## config.mk

```make
export PLATFORM = sky130hd
export DESIGN_NAME = cookie_uid_extractor
export DESIGN_NICKNAME = d
export VERILOG_FILES = /design/src/hdl/cue_pkg.sv /design/src/hdl/cue_regs.sv /design/src/hdl/cue_scan.sv /design/src/hdl/cookie_uid_extractor.sv
export SDC_FILE = /design/constraint.sdc
export NUM_CORES = 1
export LEC_CHECK = 0
export ABC_AREA = 1
export BUFFER_PORTS_ARGS = -buffer_cell sky130_fd_sc_hd__buf_2
export CAP_MARGIN = 30
export CORE_ASPECT_RATIO = 1.1
export CORE_MARGIN = 3
export CORE_UTILIZATION = 45
export DETAILED_ROUTE_END_ITERATION = 8
export PLACE_DENSITY = 0.7
export SLEW_MARGIN = 20
export SYNTH_ARGS = -nofsm -noshare
export SYNTH_HDL_FRONTEND = slang
export SYNTH_SLANG_ARGS = --single-unit
```

## constraint.sdc

```tcl
create_clock -name aclk -period 21.8 [get_ports aclk]
set_clock_uncertainty 0.2 [all_clocks]
set_input_delay 4.36 -clock aclk [delete_from_list [all_inputs] [get_ports aclk]]
set_output_delay 4.36 -clock aclk [all_outputs]
set_load 0.03 [all_outputs]
```

## src/hdl/cue_pkg.sv

```systemverilog
// Shared types, constants and a helper function for the cookie uid extractor.
package cue_pkg;

    localparam int NAME_BYTES  = 8;
    localparam int UID_CHARS   = 22;
    localparam int UID_BYTES   = 16;
    localparam int S_TDATA_W   = 24;
    localparam int M_TDATA_W   = 136;
    localparam int APB_ADDR_W  = 5;
    localparam int APB_DATA_W  = 64;

    localparam logic [7:0] CH_SEMI  = 8'h3B;
    localparam logic [7:0] CH_EQ    = 8'h3D;
    localparam logic [7:0] CH_SPACE = 8'h20;

    localparam logic [1:0] REG_ENABLE   = 2'd0;
    localparam logic [1:0] REG_NAME_LEN = 2'd1;
    localparam logic [1:0] REG_NAME     = 2'd2;

    localparam logic [3:0] NAME_LEN_RESET = 4'd3;
    localparam logic [63:0] NAME_RESET    = 64'h0000_0000_0064_6975;

    typedef enum logic [6:0] {
        PH_NAME      = 7'b0000001,
        PH_SKIP_SEMI = 7'b0000010,
        PH_SKIP_SP   = 7'b0000100,
        PH_SP_EQ     = 7'b0001000,
        PH_SP_VAL    = 7'b0010000,
        PH_VALUE     = 7'b0100000,
        PH_DONE      = 7'b1000000
    } phase_t;

    typedef enum logic [2:0] {
        ST_FOUND   = 3'd0,
        ST_NOMATCH = 3'd1,
        ST_SHORT   = 3'd2,
        ST_INVALID = 3'd3,
        ST_NOEQ    = 3'd4
    } status_t;

    typedef struct packed {
        logic                            enable;
        logic [3:0]                      name_len;
        logic [NAME_BYTES-1:0][7:0]      name_bytes;
    } cfg_t;

    typedef struct packed {
        logic              got;
        logic [3:0][31:0]  words;
        status_t           status;
    } res_t;

    // Bit 6 set means the character is outside the standard alphabet.
    function automatic logic [6:0] b64_value(input logic [7:0] c);
        logic [6:0] v;
        v = 7'd64;
        if (c >= "A" && c <= "Z") begin
            v = {1'b0, 6'(c - 8'h41)};
        end else if (c >= "a" && c <= "z") begin
            v = {1'b0, 6'(c - 8'h61 + 8'd26)};
        end else if (c >= "0" && c <= "9") begin
            v = {1'b0, 6'(c - 8'h30 + 8'd52)};
        end else if (c == "+") begin
            v = 7'd62;
        end else if (c == "/") begin
            v = 7'd63;
        end
        return v;
    endfunction

endpackage

```

## src/hdl/cue_regs.sv

```systemverilog
// Configuration register file behind the APB-style port.
module cue_regs (
    input  logic                          aclk,
    input  logic                          aresetn,
    input  logic                          psel,
    input  logic                          penable,
    input  logic                          pwrite,
    input  logic [cue_pkg::APB_ADDR_W-1:0] paddr,
    input  logic [cue_pkg::APB_DATA_W-1:0] pwdata,
    output logic [cue_pkg::APB_DATA_W-1:0] prdata,
    output logic                          pready,
    output cue_pkg::cfg_t                 cfg
);
    import cue_pkg::*;

    logic        enable_reg;
    logic [3:0]  name_len_reg;
    logic [63:0] name_reg;
    logic        wr_en;
    logic [1:0]  reg_sel;

    assign pready  = 1'b1;
    assign wr_en   = psel && penable && pwrite && pready;
    assign reg_sel = paddr[4:3];

    always_ff @(posedge aclk) begin
        if (!aresetn) begin
            enable_reg   <= 1'b0;
            name_len_reg <= NAME_LEN_RESET;
            name_reg     <= NAME_RESET;
        end else if (wr_en) begin
            case (reg_sel)
                REG_ENABLE:   enable_reg   <= pwdata[0];
                REG_NAME_LEN: name_len_reg <= pwdata[3:0];
                REG_NAME:     name_reg     <= pwdata;
                default: ;
            endcase
        end
    end

    always_comb begin
        case (reg_sel)
            REG_ENABLE:   prdata = {63'd0, enable_reg};
            REG_NAME_LEN: prdata = {60'd0, name_len_reg};
            REG_NAME:     prdata = name_reg;
            default:      prdata = '0;
        endcase
    end

    assign cfg.enable     = enable_reg;
    assign cfg.name_len   = name_len_reg;
    assign cfg.name_bytes = name_reg;

endmodule

```

## src/hdl/cue_scan.sv

```systemverilog
// Scan state, name match and base64 decode, updated once per accepted beat.
module cue_scan (
    input  logic          aclk,
    input  logic          aresetn,
    input  cue_pkg::cfg_t cfg,
    input  logic          beat,
    input  logic [7:0]    data_byte,
    input  logic [12:0]   header_length,
    input  logic          last_in_header,
    input  logic          new_request,
    output cue_pkg::res_t res
);
    import cue_pkg::*;

    phase_t      phase_reg, phase_next;
    logic [4:0]  pos_reg, pos_next;
    logic        miss_reg, miss_next;
    logic        ignored_reg, ignored_next;
    logic        req_done_reg, req_done_next;
    logic        invalid_reg, invalid_next;
    logic        pad_reg, pad_next;
    logic [5:0]  carry_reg, carry_next;
    logic        hdr_start_reg;
    logic [UID_BYTES-1:0][7:0] store_reg, store_next;

    logic        hdr_start;
    logic        active;
    logic        got;
    status_t     status;
    logic [3:0]  eff_len;
    logic [6:0]  b64;
    logic [4:0]  k;
    logic [6:0]  bit_pos;
    logic [7:0]  dec_byte;
    logic        dec_write;

    assign eff_len   = (cfg.name_len > 4'(NAME_BYTES)) ? 4'(NAME_BYTES) : cfg.name_len;
    assign hdr_start = hdr_start_reg || new_request;
    assign b64       = b64_value(data_byte);

    always_comb begin
        phase_next    = phase_reg;
        pos_next      = pos_reg;
        miss_next     = miss_reg;
        ignored_next  = ignored_reg;
        req_done_next = new_request ? 1'b0 : req_done_reg;
        invalid_next  = invalid_reg;
        pad_next      = pad_reg;
        carry_next    = carry_reg;
        store_next    = store_reg;
        got           = 1'b0;
        status        = ST_FOUND;
        k             = '0;
        bit_pos       = '0;
        dec_byte      = '0;
        dec_write     = 1'b0;

        if (hdr_start) begin
            phase_next   = PH_NAME;
            pos_next     = '0;
            miss_next    = 1'b0;
            ignored_next = {9'd0, eff_len} >= header_length;
        end

        active = cfg.enable && !req_done_next && (phase_next != PH_DONE);

        if (active && !ignored_next) begin
            if (phase_next == PH_SKIP_SP && data_byte != CH_SPACE) begin
                phase_next = PH_NAME;
                pos_next   = '0;
                miss_next  = 1'b0;
            end
            if (phase_next == PH_NAME && eff_len == 4'd0) begin
                phase_next = PH_SP_EQ;
            end
            if (phase_next == PH_SP_VAL && data_byte != CH_SPACE) begin
                phase_next   = PH_VALUE;
                pos_next     = '0;
                invalid_next = 1'b0;
                pad_next     = 1'b0;
                carry_next   = '0;
                store_next   = '0;
            end

            case (phase_next)
                PH_SKIP_SEMI: begin
                    if (data_byte == CH_SEMI) begin
                        phase_next = PH_SKIP_SP;
                    end
                end
                PH_NAME: begin
                    if (pos_next < 5'(NAME_BYTES) &&
                        cfg.name_bytes[pos_next[2:0]] != data_byte) begin
                        miss_next = 1'b1;
                    end
                    pos_next = pos_next + 5'd1;
                    if (pos_next >= {1'b0, eff_len}) begin
                        phase_next = miss_next ? PH_SKIP_SEMI : PH_SP_EQ;
                    end
                end
                PH_SP_EQ: begin
                    if (data_byte == CH_EQ) begin
                        phase_next = PH_SP_VAL;
                    end else if (data_byte != CH_SPACE) begin
                        status     = ST_NOEQ;
                        phase_next = PH_DONE;
                        got        = 1'b1;
                    end
                end
                PH_VALUE: begin
                    if (data_byte == CH_SEMI) begin
                        status     = ST_SHORT;
                        phase_next = PH_DONE;
                        got        = 1'b1;
                    end else begin
                        k       = pos_next;
                        bit_pos = {k, 2'b00} + {1'b0, k, 1'b0};
                        if (!pad_next) begin
                            if (data_byte == CH_EQ) begin
                                pad_next = 1'b1;
                                if (k[1:0] == 2'd1) begin
                                    invalid_next = 1'b1;
                                end
                            end else if (b64[6]) begin
                                invalid_next = 1'b1;
                            end else if (!invalid_next) begin
                                case (k[1:0])
                                    2'd0: begin
                                        carry_next = b64[5:0];
                                    end
                                    2'd1: begin
                                        dec_byte   = {carry_next[5:0], b64[5:4]};
                                        dec_write  = 1'b1;
                                        carry_next = {2'b00, b64[3:0]};
                                    end
                                    2'd2: begin
                                        dec_byte   = {carry_next[3:0], b64[5:2]};
                                        dec_write  = 1'b1;
                                        carry_next = {4'b0000, b64[1:0]};
                                    end
                                    default: begin
                                        dec_byte   = {carry_next[1:0], b64[5:0]};
                                        dec_write  = 1'b1;
                                        carry_next = '0;
                                    end
                                endcase
                                if (dec_write) begin
                                    store_next[bit_pos[6:3]] = dec_byte;
                                end
                            end
                        end
                        pos_next = pos_next + 5'd1;
                        if (pos_next >= 5'(UID_CHARS)) begin
                            phase_next = PH_DONE;
                            got        = 1'b1;
                            if (invalid_next) begin
                                status = ST_INVALID;
                            end else begin
                                status        = ST_FOUND;
                                req_done_next = 1'b1;
                            end
                        end
                    end
                end
                default: ;
            endcase
        end

        if (!got && last_in_header && active) begin
            if (ignored_next) begin
                status = ST_NOMATCH;
            end else if (phase_next == PH_SP_EQ) begin
                status = ST_NOEQ;
            end else if (phase_next == PH_SP_VAL || phase_next == PH_VALUE) begin
                status = ST_SHORT;
            end else begin
                status = ST_NOMATCH;
            end
            phase_next = PH_DONE;
            got        = 1'b1;
        end
    end

    always_ff @(posedge aclk) begin
        if (!aresetn) begin
            phase_reg     <= PH_NAME;
            pos_reg       <= '0;
            miss_reg      <= 1'b0;
            ignored_reg   <= 1'b0;
            req_done_reg  <= 1'b0;
            invalid_reg   <= 1'b0;
            pad_reg       <= 1'b0;
            carry_reg     <= '0;
            hdr_start_reg <= 1'b1;
        end else if (beat) begin
            phase_reg     <= phase_next;
            pos_reg       <= pos_next;
            miss_reg      <= miss_next;
            ignored_reg   <= ignored_next;
            req_done_reg  <= req_done_next;
            invalid_reg   <= invalid_next;
            pad_reg       <= pad_next;
            carry_reg     <= carry_next;
            hdr_start_reg <= last_in_header;
        end
    end

    always_ff @(posedge aclk) begin
        if (beat) begin
            store_reg <= store_next;
        end
    end

    assign res.got    = got;
    assign res.status = status;
    assign res.words  = (status == ST_FOUND) ? store_next : '0;

endmodule

```

## src/hdl/cookie_uid_extractor.sv

```systemverilog
// Top level of the cookie uid extractor: stream ports, registers and result stage.
// The block takes one cookie header byte per clock and answers with at most one
// result beat per input beat, in the cycle after the input beat that decides it.
// Each byte is handled by a single pass through the scan logic into the result
// register, so a sustained rate of one byte per cycle holds; s_tready drops only
// while a result sits in the output register and m_tready is low. Configuration
// must be written through the APB port only while the block is idle (unenforced).
module cookie_uid_extractor (
    input  logic                           aclk,
    input  logic                           aresetn,
    input  logic                           s_tvalid,
    output logic                           s_tready,
    // data_byte [7:0], header_length [20:8], zero fill [23:21]
    input  logic [cue_pkg::S_TDATA_W-1:0]  s_tdata,
    input  logic                           s_tlast,
    // new_request
    input  logic                           s_tuser,
    output logic                           m_tvalid,
    input  logic                           m_tready,
    // uid_word0 [31:0], uid_word1 [63:32], uid_word2 [95:64],
    // uid_word3 [127:96], status [130:128], zero fill [135:131]
    output logic [cue_pkg::M_TDATA_W-1:0]  m_tdata,
    input  logic                           psel,
    input  logic                           penable,
    input  logic                           pwrite,
    input  logic [cue_pkg::APB_ADDR_W-1:0] paddr,
    input  logic [cue_pkg::APB_DATA_W-1:0] pwdata,
    output logic [cue_pkg::APB_DATA_W-1:0] prdata,
    output logic                           pready
);
    import cue_pkg::*;

    cfg_t                  cfg;
    res_t                  res;
    logic                  beat;
    logic                  m_tvalid_reg;
    logic [M_TDATA_W-1:0]  m_tdata_reg;

    assign s_tready = !m_tvalid_reg || m_tready;
    assign beat     = s_tvalid && s_tready;

    cue_regs u_regs (
        .aclk    (aclk),
        .aresetn (aresetn),
        .psel    (psel),
        .penable (penable),
        .pwrite  (pwrite),
        .paddr   (paddr),
        .pwdata  (pwdata),
        .prdata  (prdata),
        .pready  (pready),
        .cfg     (cfg)
    );

    cue_scan u_scan (
        .aclk           (aclk),
        .aresetn        (aresetn),
        .cfg            (cfg),
        .beat           (beat),
        .data_byte      (s_tdata[7:0]),
        .header_length  (s_tdata[20:8]),
        .last_in_header (s_tlast),
        .new_request    (s_tuser),
        .res            (res)
    );

    always_ff @(posedge aclk) begin
        if (!aresetn) begin
            m_tvalid_reg <= 1'b0;
        end else if (s_tready) begin
            m_tvalid_reg <= beat && res.got;
        end
    end

    always_ff @(posedge aclk) begin
        if (beat && res.got) begin
            m_tdata_reg <= {5'd0, res.status, res.words};
        end
    end

    assign m_tvalid = m_tvalid_reg;
    assign m_tdata  = m_tdata_reg;

endmodule

```

==> run_summary.xml <==
<?xml version="1.0" encoding="UTF-8"?>
<metrics>
  <group name="global_route">
    <metric name="grt_overflow" unit="">0</metric>
    <metric name="grt_pass1_wl" unit="um">80600</metric>
    <metric name="groute.usage.overall" unit="">0.218</metric>
    <metric name="antenna_violations_before_repair" unit="">2</metric>
    <metric name="via_count_of_the_first_global_routing_pass" unit="">15500</metric>
    <metric name="grt_max_degree" unit="">119</metric>
  </group>
  <group name="floorplanning">
    <metric name="initial_standard_cell_utilization_of_the_core" unit="">0.462</metric>
    <metric name="num_rows" unit="">78</metric>
    <metric name="fp.dieW" unit="um">203</metric>
    <metric name="design.die.area" unit="um2">45400</metric>
    <metric name="placeableCoreArea" unit="um2">41800</metric>
    <metric name="chipHeight" unit="um">223</metric>
    <metric name="io-pin-count" unit="">305</metric>
  </group>
  <group name="timing">
    <metric name="final-setup-viol-count" unit="">0</metric>
    <metric name="finalSetupTns" unit="ns">0</metric>
    <metric name="hold_viol" unit="">0</metric>
    <metric name="achievable_frequency" unit="MHz">90.3</metric>
    <metric name="maxSlewViolCount" unit="">0</metric>
    <metric name="setup_repair_after_global_routing_missed_its_margin" unit="">false</metric>
    <metric name="worstMarginPinSlew" unit="ns">1.01</metric>
    <metric name="final.min_clock_period" unit="ns">11.07</metric>
    <metric name="timing.final.crit_share" unit="">0.508</metric>
    <metric name="maxSlewHeadroom" unit="">0.326</metric>
  </group>
  <group name="clock_network">
    <metric name="cts_resized" unit="">0</metric>
    <metric name="clock_sinks" unit="">353</metric>
    <metric name="h-tree-depth" unit="">2</metric>
    <metric name="clk-insertion-delay-late" unit="ns">0.55</metric>
    <metric name="clockRootBuffer" unit="">clkbuf_16</metric>
    <metric name="cts-buffers-inserted" unit="">38</metric>
    <metric name="cts_hold_repair.buffers" unit="">0</metric>
    <metric name="tritoncts" unit="">built</metric>
    <metric name="cts_setup_buffers" unit="">0</metric>
    <metric name="clkSlewWorstSetupHoldPaths" unit="ns">0.06</metric>
    <metric name="clk_path_buf_depth" unit="">3</metric>
  </group>
  <group name="worst_setup_path">
    <metric name="critPathLaunchType" unit="">primary input</metric>
    <metric name="critical_path_required" unit="ns">21.88</metric>
    <metric name="cp_num_buf_inv" unit="">8</metric>
    <metric name="reg2reg_slack" unit="ns">14.41</metric>
    <metric name="most_common_cell_type_on_the_critical_path" unit="">nand2_1</metric>
    <metric name="cp-end-kind" unit="">register</metric>
    <metric name="arrival" unit="ns">11.15</metric>
    <metric name="worstReg2RegEnd" unit="">m_tdata[45]</metric>
    <metric name="critical-path-max-stage-delay" unit="ns">0.74</metric>
    <metric name="criticalPathCategory" unit="">primary input to register</metric>
    <metric name="cp_max_fo" unit="">53</metric>
    <metric name="crit_path_cell_count" unit="">29</metric>
    <metric name="worstReg2RegStart" unit="">u_scan.hdr_start_reg</metric>
    <metric name="worst_path_dominant_cell_family" unit="">buffers and inverters</metric>
    <metric name="r2r.worst_path.cells" unit="">27</metric>
    <metric name="slowest_stage" unit="">buf_4</metric>
  </group>
  <group name="worst_hold_path">
    <metric name="timing.hold.worst_path_depth" unit="">2</metric>
    <metric name="min_to" unit="">u_scan.miss_reg</metric>
    <metric name="hold_path_class" unit="">register to register</metric>
    <metric name="min-delay-start" unit="">u_scan.miss_reg</metric>
  </group>
  <group name="drt">
    <metric name="post-route-drc-count" unit="">0</metric>
    <metric name="drt_first_pass_iters" unit="">5</metric>
    <metric name="detailedRoute.firstIterationViolations" unit="">1130</metric>
    <metric name="drtAntennaViolNets" unit="">0</metric>
    <metric name="avgRoutedWirePerCell" unit="um">16.5</metric>
    <metric name="detailroute.via_count" unit="">16400</metric>
    <metric name="totalWireLength" unit="um">51300</metric>
    <metric name="route.detailed.vias_per_inst" unit="">5.29</metric>
  </group>
  <group name="synthesis">
    <metric name="yosys_warnings" unit="">0</metric>
    <metric name="netlist-cell-type-count" unit="">49</metric>
    <metric name="netlist_area" unit="um2">19300</metric>
    <metric name="synth-seq-cells" unit="">353</metric>
    <metric name="syn-mean-instance-area" unit="um2">8.40</metric>
    <metric name="synthCells" unit="">2297</metric>
    <metric name="ys_seq_area_frac" unit="">0.501</metric>
  </group>
  <group name="status">
    <metric name="run_status" unit="">finished clean</metric>
  </group>
  <group name="job">
    <metric name="drv.max_cap_violation_count" unit="">0</metric>
  </group>
  <group name="layout">
    <metric name="fraction_of_final_layout_cells_sized_beyond_drive_strength_1" unit="">0.207</metric>
    <metric name="area_growth_syn_to_layout" unit="%">16.3</metric>
    <metric name="num-fill-cells" unit="">3955</metric>
    <metric name="layout.nets" unit="">2646</metric>
    <metric name="flip_flop_count_of_the_largest_register_after_layout" unit="">131</metric>
  </group>
  <group name="power_and_ir_drop">
    <metric name="worst_ir_drop_vdd" unit="uV">57.8</metric>
    <metric name="post-layout-total-power" unit="mW">1.56</metric>
    <metric name="areal_power_density_over_the_cells" unit="nW/um2">69.6</metric>
    <metric name="leakagePower" unit="nW">9.80</metric>
  </group>
  <group name="place">
    <metric name="port_buffer_count" unit="">292</metric>
    <metric name="detailedPlacementHpwl" unit="um">34600</metric>
    <metric name="place_congestion" unit="">0.877</metric>
  </group>
</metrics>
-- metal layers --
layer | GRT usage | share of wire | vias up
met5 | 0 | 0.00025 | -
met4 | 0.0680 | 0.027 | 2
met3 | 0.0403 | 0.067 | 91
met2 | 0.366 | 0.48 | 604
met1 | 0.287 | 0.43 | 7646
li1 | - | - | 8088
-- how the worst max path moves through the flow --
stage / startpoint / end / slack, ns
6_report: s_tdata[0] / m_tdata[45] / 10.73
5_1_grt: s_tdata[2] / m_tdata[34] / 10.04
4_1_cts: s_tdata[0] / m_tdata[126] / 10.59
3_5_place_dp: s_tdata[0] / m_tdata[126] / 9.99
3_3_place_gp: s_tdata[0] / m_tdata[126] / 9.50
2_1_floorplan: m_tready / m_tdata[0] / 11.15
-- worst reg2reg max path, delay by kind of cell (launching register included) --
family	cells	cell delay [ns]
fa+ha+maj	2	0.75
buf+inv	5	2.23
xor+xnor	1	0.27
flops	1	0.34
compound gates	2	0.43
simple gates	17	2.89
-- report_power, final --
| group | leakage [nW] | switching, mW | total [mW] | internal [mW] |
|---|---|---|---|---|
| combinational | 5.95 | 0.0850 | 0.128 | 0.0427 |
| clock | 0.653 | 0.276 | 0.679 | 0.403 |
| sequential | 3.20 | 0.00592 | 0.754 | 0.748 |
-- cell usage in the layout, fill, tap and decap left out, types with 9 or more instances in the layout --
cell type | synthesis | final
nand4_1 | 12 | 12
inv_1 | 421 | 418
clkinv_2 | 0 | 9
clkbuf_16 | 0 | 40
nor2_2 | 108 | 108
nand2_1 | 267 | 267
a21oi_1 | 93 | 93
edfxtp_1 | 259 | 259
nand3_1 | 117 | 116
inv_2 | 14 | 14
nor3_1 | 15 | 15
o211ai_1 | 145 | 145
ha_1 | 27 | 27
buf_2 | 13 | 292
dfxtp_1 | 94 | 94
nor2_1 | 162 | 161
buf_4 | 13 | 15
xor2_1 | 11 | 11
o21ai_0 | 344 | 344
-- cell type report --
type / count / area [um2] / area share
flip-flops and latches: 353 / 9660 / 0.431
multi-input cells: 1373 / 7360 / 0.328
repair buffers: 314 / 1750 / 0.0779
inverters: 436 / 1650 / 0.0734
clock buffers: 45 / 1040 / 0.0464
well taps: 560 / 701 / 0.0312
clock inverters: 25 / 275 / 0.0123
diodes: 1 / 2.50 / 0.000112
-- cells in the mapped netlist (all sizes together) --
cell	n	share of area
fa	1	0.0010
edfxtp	259	0.40
inv	435	0.085
nand3b	3	0.0014
a31oi	1	0.00032
o211ai	145	0.056
nor4	4	0.0013
o31ai	1	0.00039
ha	27	0.018
o21a	4	0.0016
nand2	269	0.053
clkinv	1	0.00019
nand4	13	0.0045
buf	45	0.018
o21ai	346	0.090
dfxtp	94	0.098
a21oi	93	0.024
a22oi	2	0.00078
o221ai	10	0.0045
or2	4	0.0013
and2	4	0.0013
a211oi	1	0.00039
nand2b	1	0.00032
nor3	18	0.0054
xnor2	3	0.0014
xor2	12	0.0058
nand3	123	0.034
nor2	272	0.068
a21boi	3	0.0012
clkbuf	94	0.018
conb	2	0.00039
o22ai	6	0.0019
o21bai	1	0.00039
-- cells by family after synthesis --
logic type,share of synthesized area
compound gates,0.182
fa+ha+maj,0.0185
other cells,0.000389
flops,0.501
xor+xnor,0.00720
simple gates,0.170
buf+inv,0.121
-- metrics by stage --
stage / util / hold slack [ns] / setup slack, ns / area, um2 / std cells
2_1_floorplan: - / 0.244 / 11.15 / 19300 / 2301
3_3_place_gp: 0.501 / 0.251 / 9.50 / 20900 / 3029
3_5_place_dp: 0.503 / 0.259 / 9.99 / 21000 / 3032
4_1_cts: 0.535 / 0.268 / 10.59 / 22300 / 3102
5_1_grt: 0.537 / 0.291 / 10.04 / 22400 / 3106
6_report: 0.537 / 0.271 / 10.73 / 22400 / 3107
(Power assumes the default switching activity.)
